### config.mk
export PLATFORM = sky130hd
export DESIGN_NAME = report_frame_encoder_crc16_top
export DESIGN_NICKNAME = d
export VERILOG_FILES = /design/src/rtl/rfe_pkg.sv /design/src/rtl/rfe_crc16.sv /design/src/rtl/report_frame_encoder_crc16_top.sv
export SDC_FILE = /design/constraint.sdc
export NUM_CORES = 1
export LEC_CHECK = 0
export BUFFER_PORTS_ARGS = -buffer_cell sky130_fd_sc_hd__buf_2
export CAP_MARGIN = 0
export CORE_MARGIN = 2
export CORE_UTILIZATION = 60
export CTS_CLUSTER_DIAMETER = 30
export DETAILED_ROUTE_END_ITERATION = 12
export PLACE_DENSITY = 0.8
export SYNTH_ARGS = -nofsm -noshare
export SYNTH_HDL_FRONTEND = slang
export SYNTH_SLANG_ARGS = --single-unit
export TNS_END_PERCENT = 30
### constraint.sdc
create_clock -name clk_i -period 5.54 [get_ports clk_i]
set_clock_uncertainty 0.1 [all_clocks]
set_input_delay 1.108 -clock clk_i [delete_from_list [all_inputs] [get_ports clk_i]]
set_output_delay 1.108 -clock clk_i [all_outputs]
set_load 0.01 [all_outputs]
### src/rtl/rfe_pkg.sv
// ----------------------------------------------------------------------------
// rfe_pkg
// Shared constants, types and the CRC-16 byte step for the report frame
// encoder.
// ----------------------------------------------------------------------------
`default_nettype none

package rfe_pkg;

  // frame limits
  localparam int unsigned MAX_FRAME_BYTES = 32;
  localparam int unsigned HDR_BYTES       = 7;
  localparam int unsigned CRC_BYTES       = 2;
  localparam int unsigned MAX_PAYLOAD     = MAX_FRAME_BYTES - HDR_BYTES - CRC_BYTES;
  localparam int unsigned LEN_W           = $clog2(MAX_PAYLOAD + 1);

  // header and type constants
  localparam logic [7:0] FRAME_MAGIC   = 8'hA5;
  localparam logic [7:0] FRAME_VERSION = 8'h02;
  localparam logic [7:0] TYPE_MAX      = 8'd3;
  localparam logic [7:0] PAYLOAD_LIMIT = 8'(MAX_PAYLOAD);
  localparam int unsigned NUM_TYPES    = 4;
  localparam int unsigned TYPE_W       = $clog2(NUM_TYPES);

  // crc-16, unreflected, no final xor
  localparam logic [15:0] CRC_INIT = 16'hFFFF;
  localparam logic [15:0] CRC_POLY = 16'h1021;

  // command from the sequencer to the crc register
  typedef struct packed {
    logic       init;
    logic       update;
    logic [7:0] data;
  } crc_cmd_t;

  // one byte through the crc, msb first
  function automatic logic [15:0] crc16_byte(input logic [15:0] crc_in,
                                             input logic [7:0]  data_in);
    logic [15:0] c;
    c = crc_in ^ {data_in, 8'h00};
    for (int i = 0; i < 8; i++) begin
      if (c[15]) begin
        c = {c[14:0], 1'b0} ^ CRC_POLY;
      end else begin
        c = {c[14:0], 1'b0};
      end
    end
    return c;
  endfunction

endpackage

`default_nettype wire

### src/rtl/rfe_crc16.sv
// ----------------------------------------------------------------------------
// rfe_crc16
// Running CRC-16 register, restarted at frame start and advanced by one
// byte per command.
// ----------------------------------------------------------------------------
`default_nettype none

module rfe_crc16
  import rfe_pkg::*;
(
  input  wire logic        clk_i,
  input  wire logic        rst_ni,
  input  wire crc_cmd_t    cmd_i,
  output logic [15:0]      crc_o
);

  logic [15:0] crc_q;
  logic [15:0] crc_d;

  // next crc value
  always_comb begin
    crc_d = crc_q;
    if (cmd_i.init) begin
      crc_d = CRC_INIT;
    end else if (cmd_i.update) begin
      crc_d = crc16_byte(crc_q, cmd_i.data);
    end
  end

  // crc register
  always_ff @(posedge clk_i or negedge rst_ni) begin
    if (!rst_ni) begin
      crc_q <= CRC_INIT;
    end else begin
      crc_q <= crc_d;
    end
  end

  assign crc_o = crc_q;

endmodule

`default_nettype wire

### src/rtl/report_frame_encoder_crc16_top.sv
// ----------------------------------------------------------------------------
// report_frame_encoder_crc16_top
// Frames report payload bytes: header with per-type sequence number, payload,
// and a trailing CRC-16 (poly 0x1021, init 0xFFFF) over all bytes but magic.
// ----------------------------------------------------------------------------
//
//  channel  dir  tdata                               tlast      tuser
//  s_axis   in   [7:0] report_len, [15:8] payload    -          [7:0] report_type
//  m_axis   out  [7:0] out_byte                      frame_end  [0] reject
//
//  An item is held in an input register and emits one output byte per cycle,
//  unless m_axis stalls, into an output register; the held item is released with
//  its last byte and the next item is taken in that same cycle.
//  Bytes per item: 1 inside a frame, 8 for a frame start (7 header bytes plus
//  the payload byte), 2 more on the last item for the CRC, 9 for an empty
//  frame, 1 for a rejected start.
//  Reset clears the sequence counters, frame state and valid flags at once.
//  A stall on m_axis holds the output register and the item in progress.
// ----------------------------------------------------------------------------
`default_nettype none

module report_frame_encoder_crc16_top
  import rfe_pkg::*;
(
  input  wire logic        clk_i,
  input  wire logic        rst_ni,
  input  wire logic        s_axis_tvalid,
  output logic             s_axis_tready,
  input  wire logic [15:0] s_axis_tdata,   // [7:0] report_len, [15:8] payload_byte
  input  wire logic [7:0]  s_axis_tuser,   // [7:0] report_type
  output logic             m_axis_tvalid,
  input  wire logic        m_axis_tready,
  output logic [7:0]       m_axis_tdata,   // [7:0] out_byte
  output logic             m_axis_tlast,   // frame_end
  output logic [0:0]       m_axis_tuser    // [0] reject
);

  // sequencer phases
  localparam logic [2:0] PH_START  = 3'd0;
  localparam logic [2:0] PH_HDR    = 3'd1;
  localparam logic [2:0] PH_DATA   = 3'd2;
  localparam logic [2:0] PH_CRC_LO = 3'd3;
  localparam logic [2:0] PH_CRC_HI = 3'd4;

  // header byte positions after the magic
  localparam logic [2:0] HDR_VER  = 3'd1;
  localparam logic [2:0] HDR_TYPE = 3'd2;
  localparam logic [2:0] HDR_SEQ  = 3'd4;
  localparam logic [2:0] HDR_LEN  = 3'd5;
  localparam logic [2:0] HDR_LAST = 3'd6;

  // held item
  logic             item_valid_q, item_valid_d;
  logic [7:0]       type_q, len_q, data_q;
  logic [2:0]       phase_q, phase_d;
  logic [2:0]       hdr_idx_q, hdr_idx_d;

  // frame state
  logic             in_frame_q, in_frame_d;
  logic [LEN_W-1:0] latched_len_q, latched_len_d;
  logic [LEN_W-1:0] seen_q, seen_d;
  logic [7:0]       seq_q [NUM_TYPES];
  logic             seq_inc;

  // output register
  logic             out_valid_q, out_valid_d;
  logic [7:0]       out_byte_q, out_byte_d;
  logic             out_end_q, out_end_d;
  logic             out_rej_q, out_rej_d;

  logic             fire, load, last;
  logic [2:0]       phase_next;
  logic [2:0]       hdr_idx_next;
  logic             bad_start;
  logic [LEN_W:0]   seen_inc;
  logic             trailer;
  logic [15:0]      crc;
  crc_cmd_t         crc_cmd;
  logic [TYPE_W-1:0] type_sel;

  assign fire      = item_valid_q && (!out_valid_q || m_axis_tready);
  assign bad_start = (type_q > TYPE_MAX) || (len_q > PAYLOAD_LIMIT);
  assign type_sel  = type_q[TYPE_W-1:0];
  assign seen_inc  = {1'b0, seen_q} + {{LEN_W{1'b0}}, 1'b1};
  assign trailer   = seen_inc >= {1'b0, latched_len_q};

  // byte selection and sequencing for the held item
  always_comb begin
    out_byte_d     = 8'h00;
    out_end_d      = 1'b0;
    out_rej_d      = 1'b0;
    last           = 1'b0;
    phase_next     = phase_q;
    hdr_idx_next   = hdr_idx_q;
    crc_cmd.init   = 1'b0;
    crc_cmd.update = 1'b0;
    crc_cmd.data   = 8'h00;
    seq_inc        = 1'b0;
    latched_len_d  = latched_len_q;
    seen_d         = seen_q;
    in_frame_d     = in_frame_q;
    case (phase_q)
      PH_START: begin
        if (bad_start) begin
          out_rej_d = 1'b1;
          last      = 1'b1;
        end else begin
          out_byte_d    = FRAME_MAGIC;
          crc_cmd.init  = 1'b1;
          latched_len_d = len_q[LEN_W-1:0];
          seen_d        = '0;
          phase_next    = PH_HDR;
          hdr_idx_next  = HDR_VER;
        end
      end
      PH_HDR: begin
        case (hdr_idx_q)
          HDR_VER:  out_byte_d = FRAME_VERSION;
          HDR_TYPE: out_byte_d = type_q;
          HDR_SEQ:  out_byte_d = seq_q[type_sel];
          HDR_LEN:  out_byte_d = len_q;
          default:  out_byte_d = 8'h00;
        endcase
        seq_inc        = (hdr_idx_q == HDR_SEQ);
        crc_cmd.update = 1'b1;
        crc_cmd.data   = out_byte_d;
        hdr_idx_next   = hdr_idx_q + 3'd1;
        if (hdr_idx_q == HDR_LAST) begin
          phase_next = (len_q == 8'd0) ? PH_CRC_LO : PH_DATA;
        end
      end
      PH_DATA: begin
        out_byte_d     = data_q;
        crc_cmd.update = 1'b1;
        crc_cmd.data   = data_q;
        seen_d         = seen_inc[LEN_W-1:0];
        if (trailer) begin
          phase_next = PH_CRC_LO;
        end else begin
          in_frame_d = 1'b1;
          last       = 1'b1;
        end
      end
      PH_CRC_LO: begin
        out_byte_d = crc[7:0];
        phase_next = PH_CRC_HI;
      end
      PH_CRC_HI: begin
        out_byte_d = crc[15:8];
        out_end_d  = 1'b1;
        in_frame_d = 1'b0;
        last       = 1'b1;
      end
      default: begin
        last = 1'b1;
      end
    endcase
    if (!fire) begin
      crc_cmd.init   = 1'b0;
      crc_cmd.update = 1'b0;
      seq_inc        = 1'b0;
      latched_len_d  = latched_len_q;
      seen_d         = seen_q;
      in_frame_d     = in_frame_q;
    end
  end

  // input handshake and holding register control
  assign s_axis_tready = !item_valid_q || (fire && last);
  assign load          = s_axis_tvalid && s_axis_tready;

  always_comb begin
    item_valid_d = item_valid_q;
    phase_d      = phase_q;
    hdr_idx_d    = hdr_idx_q;
    if (load) begin
      item_valid_d = 1'b1;
      phase_d      = in_frame_d ? PH_DATA : PH_START;
      hdr_idx_d    = '0;
    end else if (fire) begin
      item_valid_d = !last;
      phase_d      = phase_next;
      hdr_idx_d    = hdr_idx_next;
    end
  end

  // output register control
  always_comb begin
    out_valid_d = out_valid_q;
    if (fire) begin
      out_valid_d = 1'b1;
    end else if (m_axis_tready) begin
      out_valid_d = 1'b0;
    end
  end

  // control registers
  always_ff @(posedge clk_i or negedge rst_ni) begin
    if (!rst_ni) begin
      item_valid_q  <= 1'b0;
      phase_q       <= PH_START;
      hdr_idx_q     <= '0;
      in_frame_q    <= 1'b0;
      latched_len_q <= '0;
      seen_q        <= '0;
      out_valid_q   <= 1'b0;
    end else begin
      item_valid_q  <= item_valid_d;
      phase_q       <= phase_d;
      hdr_idx_q     <= hdr_idx_d;
      in_frame_q    <= in_frame_d;
      latched_len_q <= latched_len_d;
      seen_q        <= seen_d;
      out_valid_q   <= out_valid_d;
    end
  end

  // per-type sequence counters
  always_ff @(posedge clk_i or negedge rst_ni) begin
    if (!rst_ni) begin
      for (int i = 0; i < NUM_TYPES; i++) begin
        seq_q[i] <= 8'h00;
      end
    end else if (seq_inc) begin
      seq_q[type_sel] <= seq_q[type_sel] + 8'd1;
    end
  end

  // held item payload
  always_ff @(posedge clk_i) begin
    if (load) begin
      type_q <= s_axis_tuser;
      len_q  <= s_axis_tdata[7:0];
      data_q <= s_axis_tdata[15:8];
    end
  end

  // output payload
  always_ff @(posedge clk_i) begin
    if (fire) begin
      out_byte_q <= out_byte_d;
      out_end_q  <= out_end_d;
      out_rej_q  <= out_rej_d;
    end
  end

  // running crc
  rfe_crc16 u_crc (
    .clk_i  (clk_i),
    .rst_ni (rst_ni),
    .cmd_i  (crc_cmd),
    .crc_o  (crc)
  );

  assign m_axis_tvalid   = out_valid_q;
  assign m_axis_tdata    = out_byte_q;
  assign m_axis_tlast    = out_end_q;
  assign m_axis_tuser[0] = out_rej_q;

endmodule

`default_nettype wire
* Word-level counts from Yosys, hierarchy flattened
Index checks and enable logic that the tools add are counted.
** Cells by class
- Add/subtract/negate cells :: 3
- Eq/ne operators :: 13
- Muxes and demuxes :: 63
- Order comparisons :: 5
- Reduce and logical (&&, ||, !) cells :: 23
- Bitwise operators :: 11
** Operators with widths (number)
- 16-bit two-way mux :: 16
- 13-bit two-way mux :: 8
- 8-bit one-hot mux with 5 select lines :: 1
- 32-bit bitwise mux :: 1
- 8-bit two-way mux :: 4
- 8-bit one-hot mux with 4 select lines :: 1
- 3-bit NOT :: 8
- 3-bit two-way mux :: 7
- 9-bit one-hot mux with 2 select lines :: 1
- 8-bit binary-select mux with 2-bit select :: 1
- 8-bit demux with 2-bit select :: 1
- 16-bit XOR :: 1
- 1-bit two-way mux :: 14
- 3-bit equality test (second input constant) :: 4
- 3-bit one-hot mux with 4 select lines :: 1
- 5-bit one-hot mux with 2 select lines :: 1
- 3-bit by 2-bit equality test with 1-bit output (second input constant) :: 3
- 3-bit inequality test (second input constant) :: 3
- 3-bit AND reduction :: 3
- 8-bit by 1-bit adder with 8-bit output (second input constant) :: 1
- 8-bit by 2-bit > comparator with 1-bit output (second input constant) :: 1
- 8-bit by 5-bit > comparator with 1-bit output (second input constant) :: 1
- 8-bit logical NOT :: 1
- 2-bit nonzero test :: 4
- other kinds (22) :: 31
** Storage, ports and cells
- Logic and storage cells :: 136
- Input port bits :: 28
- Bits in registers :: 101
- Output and inout bits :: 12

* Longest topological paths before layout
- Depth in word-level cells :: 39
- Depth in mapped cells :: 10
- Mapped depth without buffers :: 9

* Modules after synthesis
From an unflattened synthesis, not the netlist that was laid out.
** Second synthesis, totals
- Cells, all modules :: 428
- Area, all modules :: 5077.4 um^2
** By module, submodules not included
- report_frame_encoder_crc16_top :: seq. area each 2297.2 um^2, instances 1, area each 4038.9 um^2, cells an instance 348
- rfe_crc16 :: seq. area each 420.4 um^2, instances 1, area each 1038.5 um^2, cells an instance 80

* Least setup slack after synthesis
No wires, ideal clock.
- Path kind :: reg-to-reg
- From :: register seen_q[0]
- To :: register phase_q[1]
- Clock period less this slack :: 3.774 ns
- Setup slack :: 1.766 ns
- Buffers on the path :: 0
- Required time :: 5.314 ns
- Arrival time :: 3.548 ns
- Stages on the path, launching flop included :: 9
- Setup time :: 0.126 ns
- Path through :: dfrtp_1 -> ha_1 -> ha_1 -> a21o_1 -> a211oi_1 -> o221a_2 -> o21ai_0 -> a21boi_1 -> mux2_2
** Between the ends
- Longest elaborated chain between the ends :: 9
- Elaborated cells on any way between the ends :: 18
- Classes of those cells :: 1 x add/sub; 1 x order compare; 3 x eq/ne; 7 x mux; 6 x reduce/logical
** RTL lines
- start: declaration :: line report_frame_encoder_crc16_top.sv:61 : logic [LEN_W-1:0] seen_q, seen_d;
- start signal: assignment :: line report_frame_encoder_crc16_top.sv:213 : seen_q <= seen_d;
- 5-bit by 1-bit adder with 6-bit output * :: line report_frame_encoder_crc16_top.sv:84 : assign seen_inc = {1'b0, seen_q} + {{LEN_W{1'b0}}, 1'b1};
- 6-bit by 5-bit >= comparator with 1-bit output * :: line report_frame_encoder_crc16_top.sv:85 : assign trailer = seen_inc >= {1'b0, latched_len_q};
- 1-bit two-way mux * :: line report_frame_encoder_crc16_top.sv:137 : if (trailer) begin
- 1-bit one-hot mux with 3 select lines * :: line report_frame_encoder_crc16_top.sv:102 : case (phase_q)
- 1-bit logical AND * :: line report_frame_encoder_crc16_top.sv:169 : assign s_axis_tready = !item_valid_q || (fire && last);
- 1-bit logical OR * :: line report_frame_encoder_crc16_top.sv:169
- 1-bit logical AND * :: line report_frame_encoder_crc16_top.sv:170 : assign load = s_axis_tvalid && s_axis_tready;
- via load :: line report_frame_encoder_crc16_top.sv:71 : logic fire, load, last;
- 3-bit inequality test (no source line) (tied with other cells)
- 5-bit AND reduction (no source line)
- end signal: assignment :: line report_frame_encoder_crc16_top.sv:209 : phase_q <= phase_d;
- end: declaration :: line report_frame_encoder_crc16_top.sv:55 : logic [2:0] phase_q, phase_d;
Mark *: on every way through the listed nets, which the timed path passes. The rest lies on a longest branch.
A chain may end at the register's enable or synchronous reset.

* Final worst setup path
- From :: register seen_q[0]
- To :: output s_axis_tready
** Between the ends
- Longest elaborated chain between the ends :: 6
** RTL lines
- 5-bit by 1-bit adder with 6-bit output :: line report_frame_encoder_crc16_top.sv:84
- 6-bit by 5-bit >= comparator with 1-bit output :: line report_frame_encoder_crc16_top.sv:85
- 1-bit two-way mux :: line report_frame_encoder_crc16_top.sv:137
- 1-bit one-hot mux with 3 select lines :: line report_frame_encoder_crc16_top.sv:102
- 1-bit logical AND :: line report_frame_encoder_crc16_top.sv:169
- 1-bit logical OR :: line report_frame_encoder_crc16_top.sv:169
- end: declaration :: line report_frame_encoder_crc16_top.sv:28 : output logic s_axis_tready,
No other way between the ends.

==> metrics.cfg <==
[logic_synthesis]
yosys-top-cells-count=51 x dfrtp_1, 41 x nor2_1, 40 x nand2_1
netlist_area_um2=4999
ys_types=55
synth_top_area_share_pct=25.53
synth-main-ff-cell=dfrtp_1
syn-num-nets=487
yosys.area.top_type=dfrtp_1
netlist_instances=448
avgSynthCellArea_um2=11.16
synth_edf_count=34
async_flop_share_pct=66.34
ys_ff_latch=101
synth.most_common_cell=dfrtp_1
seq_area_frac_synth_pct=54.37
yosys_warnings=0
synth_area_leaders=dfrtp_1 26%, edfxtp_1 20%, dfstp_2 8.4%, mux2i_1 4.6%, a21oi_1 3.4%

[final_layout]
syn2layout_area_growth_pct=9.086
multi_input_area_um2=2127
layout-drive-gt1-share_pct=20.41
num-nets-final=519
n_antenna_cell=0
fill_cells=618
ff_latch_area_um2=2718

[route]
vias=3570
wl_mm=10.33
avgRoutedWirePerCell_um=17.50
first_iter_violations=311
drtAntennaViolNets=0
drc_errors=0
routed_via_density=6.051
first_pass_iters=5

[clocking]
numCtsBuffers=9
htree_levels=3
cts_resized=0
path_clk_slew_ns=0.10
root_buffer=clkbuf_8
cts.sinks=101
cts_max_path_buffers=2
clk_latency_ns=0.37
tritoncts=done
cts_hold_buf=0
cts_setup_buffers=0

[timing]
tightest_slew_ns=1.071
setup_ws_ns=1.820
finalSetupViolCount=0
fmax_mhz=268.8
period_minus_slack_ns=3.720
report.final.slew_viol_count=0
rsz0062_at_grt=false
setup_tns_ns=0
hold_viol=0
whs_ns=0.3872
period_share_pct=67.15
slew_headroom_pct=28.63

[hold_path]
min_to=seq_q[8]
min_path_type=reg -> reg
hold_depth=2
min_from=seq_q[8]

[placement]
post-dp-hpwl_mm=7.197
post-place-ws_ns=2.228
port_buffers=39
routabilityCongestion=0.8412

[setup_path]
worstPathRequired_ns=4.33
slowest_stage=dfrtp_1
crit_arrival_ns=2.51
startpoint_type=flop
worstSetupPathType=reg -> out
r2r-start=type_q[0]
ff2ff_setup_slack_ns=2.38
critical-path-max-stage-delay_ns=0.45
worstPathMaxFanout=6
cp_cell_sequence=ha_1 -> nand3_1 -> xnor2_1 -> ha_1 -> o21ai_0 -> o221a_2 -> o21ai_0 -> nand2_1 -> buf_2
worstSetupEndpointType=output port
r2r_cells=7
timing.rr.end=seq_q[14]

[die]
core_area_um2=8134
num_rows=33
die_h_um=95.28
die_w_um=95.28
start_util_pct=61.45
ios=40
dieArea_um2=9077

[run_status]
status=finished clean

[flow_run]
maxCapViolCount=0

[global_routing]
grt_usage_pct=24.60
overflow=0
grt_pass1_vias=3485
grt_pass1_wl_mm=17.16
antenna_found_initial=0
grt_start_max_net_pins=68

[pwr]
ir_drop_uv=215.3
p_leak_uw=0.002326
powerDensity_nw_per_um2=490.1

## layout by cell type, fill, tap and decap left out, types with 4 or more instances in the layout
| cell type | Yosys | routed |
|---|---|---|
| a221o_1 | 8 | 8 |
| a22oi_1 | 7 | 7 |
| xor2_1 | 14 | 14 |
| and3_1 | 7 | 7 |
| o2bb2ai_1 | 4 | 4 |
| a211oi_1 | 4 | 4 |
| dfstp_2 | 16 | 16 |
| edfxtp_1 | 34 | 34 |
| dfrtp_1 | 51 | 51 |
| o22ai_1 | 7 | 7 |
| buf_4 | 1 | 5 |
| mux2i_1 | 23 | 23 |
| xnor2_1 | 11 | 11 |
| buf_2 | 9 | 39 |
| clkbuf_8 | 0 | 9 |
| nand2_1 | 40 | 40 |
| o21ai_0 | 30 | 30 |
| ha_1 | 11 | 11 |
| nand3_1 | 11 | 11 |
| nand2b_1 | 4 | 4 |
| mux2_2 | 7 | 7 |
| a21oi_1 | 34 | 34 |
| inv_1 | 11 | 11 |
| nor2_1 | 41 | 41 |
| nor3_1 | 10 | 10 |
| inv_6 | 0 | 4 |
## stage by stage
step | power, µW | instances | utilization, % | instance area, µm²
CTS | 2678 | 590 | 67.04 | 5453
finish | 2673 | 590 | 67.04 | 5453
global route | 2837 | 590 | 67.04 | 5453
global placement | 2151 | 574 | 64.54 | 5250
floorplan | 1935 | 448 | - | 4999
detailed placement | 2199 | 574 | 64.54 | 5250
## worst max-delay path by stage
stage / startpoint / to / cells after the start
2_1_floorplan: seen_q[0] / phase_q[1] / 8
3_3_place_gp: seen_q[0] / s_axis_tready / 9
3_5_place_dp: seen_q[0] / s_axis_tready / 9
4_1_cts: seen_q[0] / s_axis_tready / 9
5_1_grt: seen_q[0] / s_axis_tready / 9
6_report: seen_q[0] / s_axis_tready / 9
## worst max-delay path: cells and delay by family (launching register included)
kind | cells | cell delay [ns]
buffers and inverters | 1 | 0.15
adders and majority gates | 2 | 0.51
xor gates and xnor gates | 1 | 0.16
AOI/OAI and AO/OA | 3 | 0.64
and+or+nand+nor | 2 | 0.22
DFF | 1 | 0.45
## sequential cells by signal, summed over array words and instances, names as in the netlist
| name | cells |
|---|---|
| latched_len_q | 5 |
| m_axis_tdata | 8 |
| seen_q | 5 |
| m_axis_tlast | 1 |
| type_q | 8 |
| u_crc.crc_o | 16 |
| m_axis_tuser | 1 |
| seq_q | 32 |
| len_q | 8 |
| data_q | 8 |
| phase_q | 3 |
| m_axis_tvalid | 1 |
| hdr_idx_q | 3 |
| item_valid_q | 1 |
| in_frame_q | 1 |
## final cells by class
type | count | area share (%)
Sequential cell | 101 | 49.84
Multi-Input combinational cell | 313 | 39.01
Timing Repair Buffer | 44 | 4.268
Tap cell | 105 | 2.409
Clock buffer | 9 | 2.272
Clock inverter | 7 | 1.446
Inverter | 11 | 0.7572
## report_power, final
group	internal, µW	switching, µW
sequential	1020	169
clock	215	263
combinational	440	566
## logic make-up after synthesis
family                     count (synthesis)  share of synthesized area, %
AOI/OAI and AO/OA                        110                         14.42
muxes                                     30                         6.183
adders and majority gates                 11                         2.753
xor gates and xnor gates                  30                         6.333
DFF                                      101                         54.37
buffers and inverters                     34                         3.154
and+or+nand+nor                          132                         12.79
## metal layers
layer | GRT usage, % | part of all wire [%]
met5 | 0 | 0
met4 | 5.556 | 0.99
met3 | 5.138 | 5.0
met2 | 38.85 | 48
met1 | 35.35 | 46
Note: power is estimated with default switching activity, not from simulation.
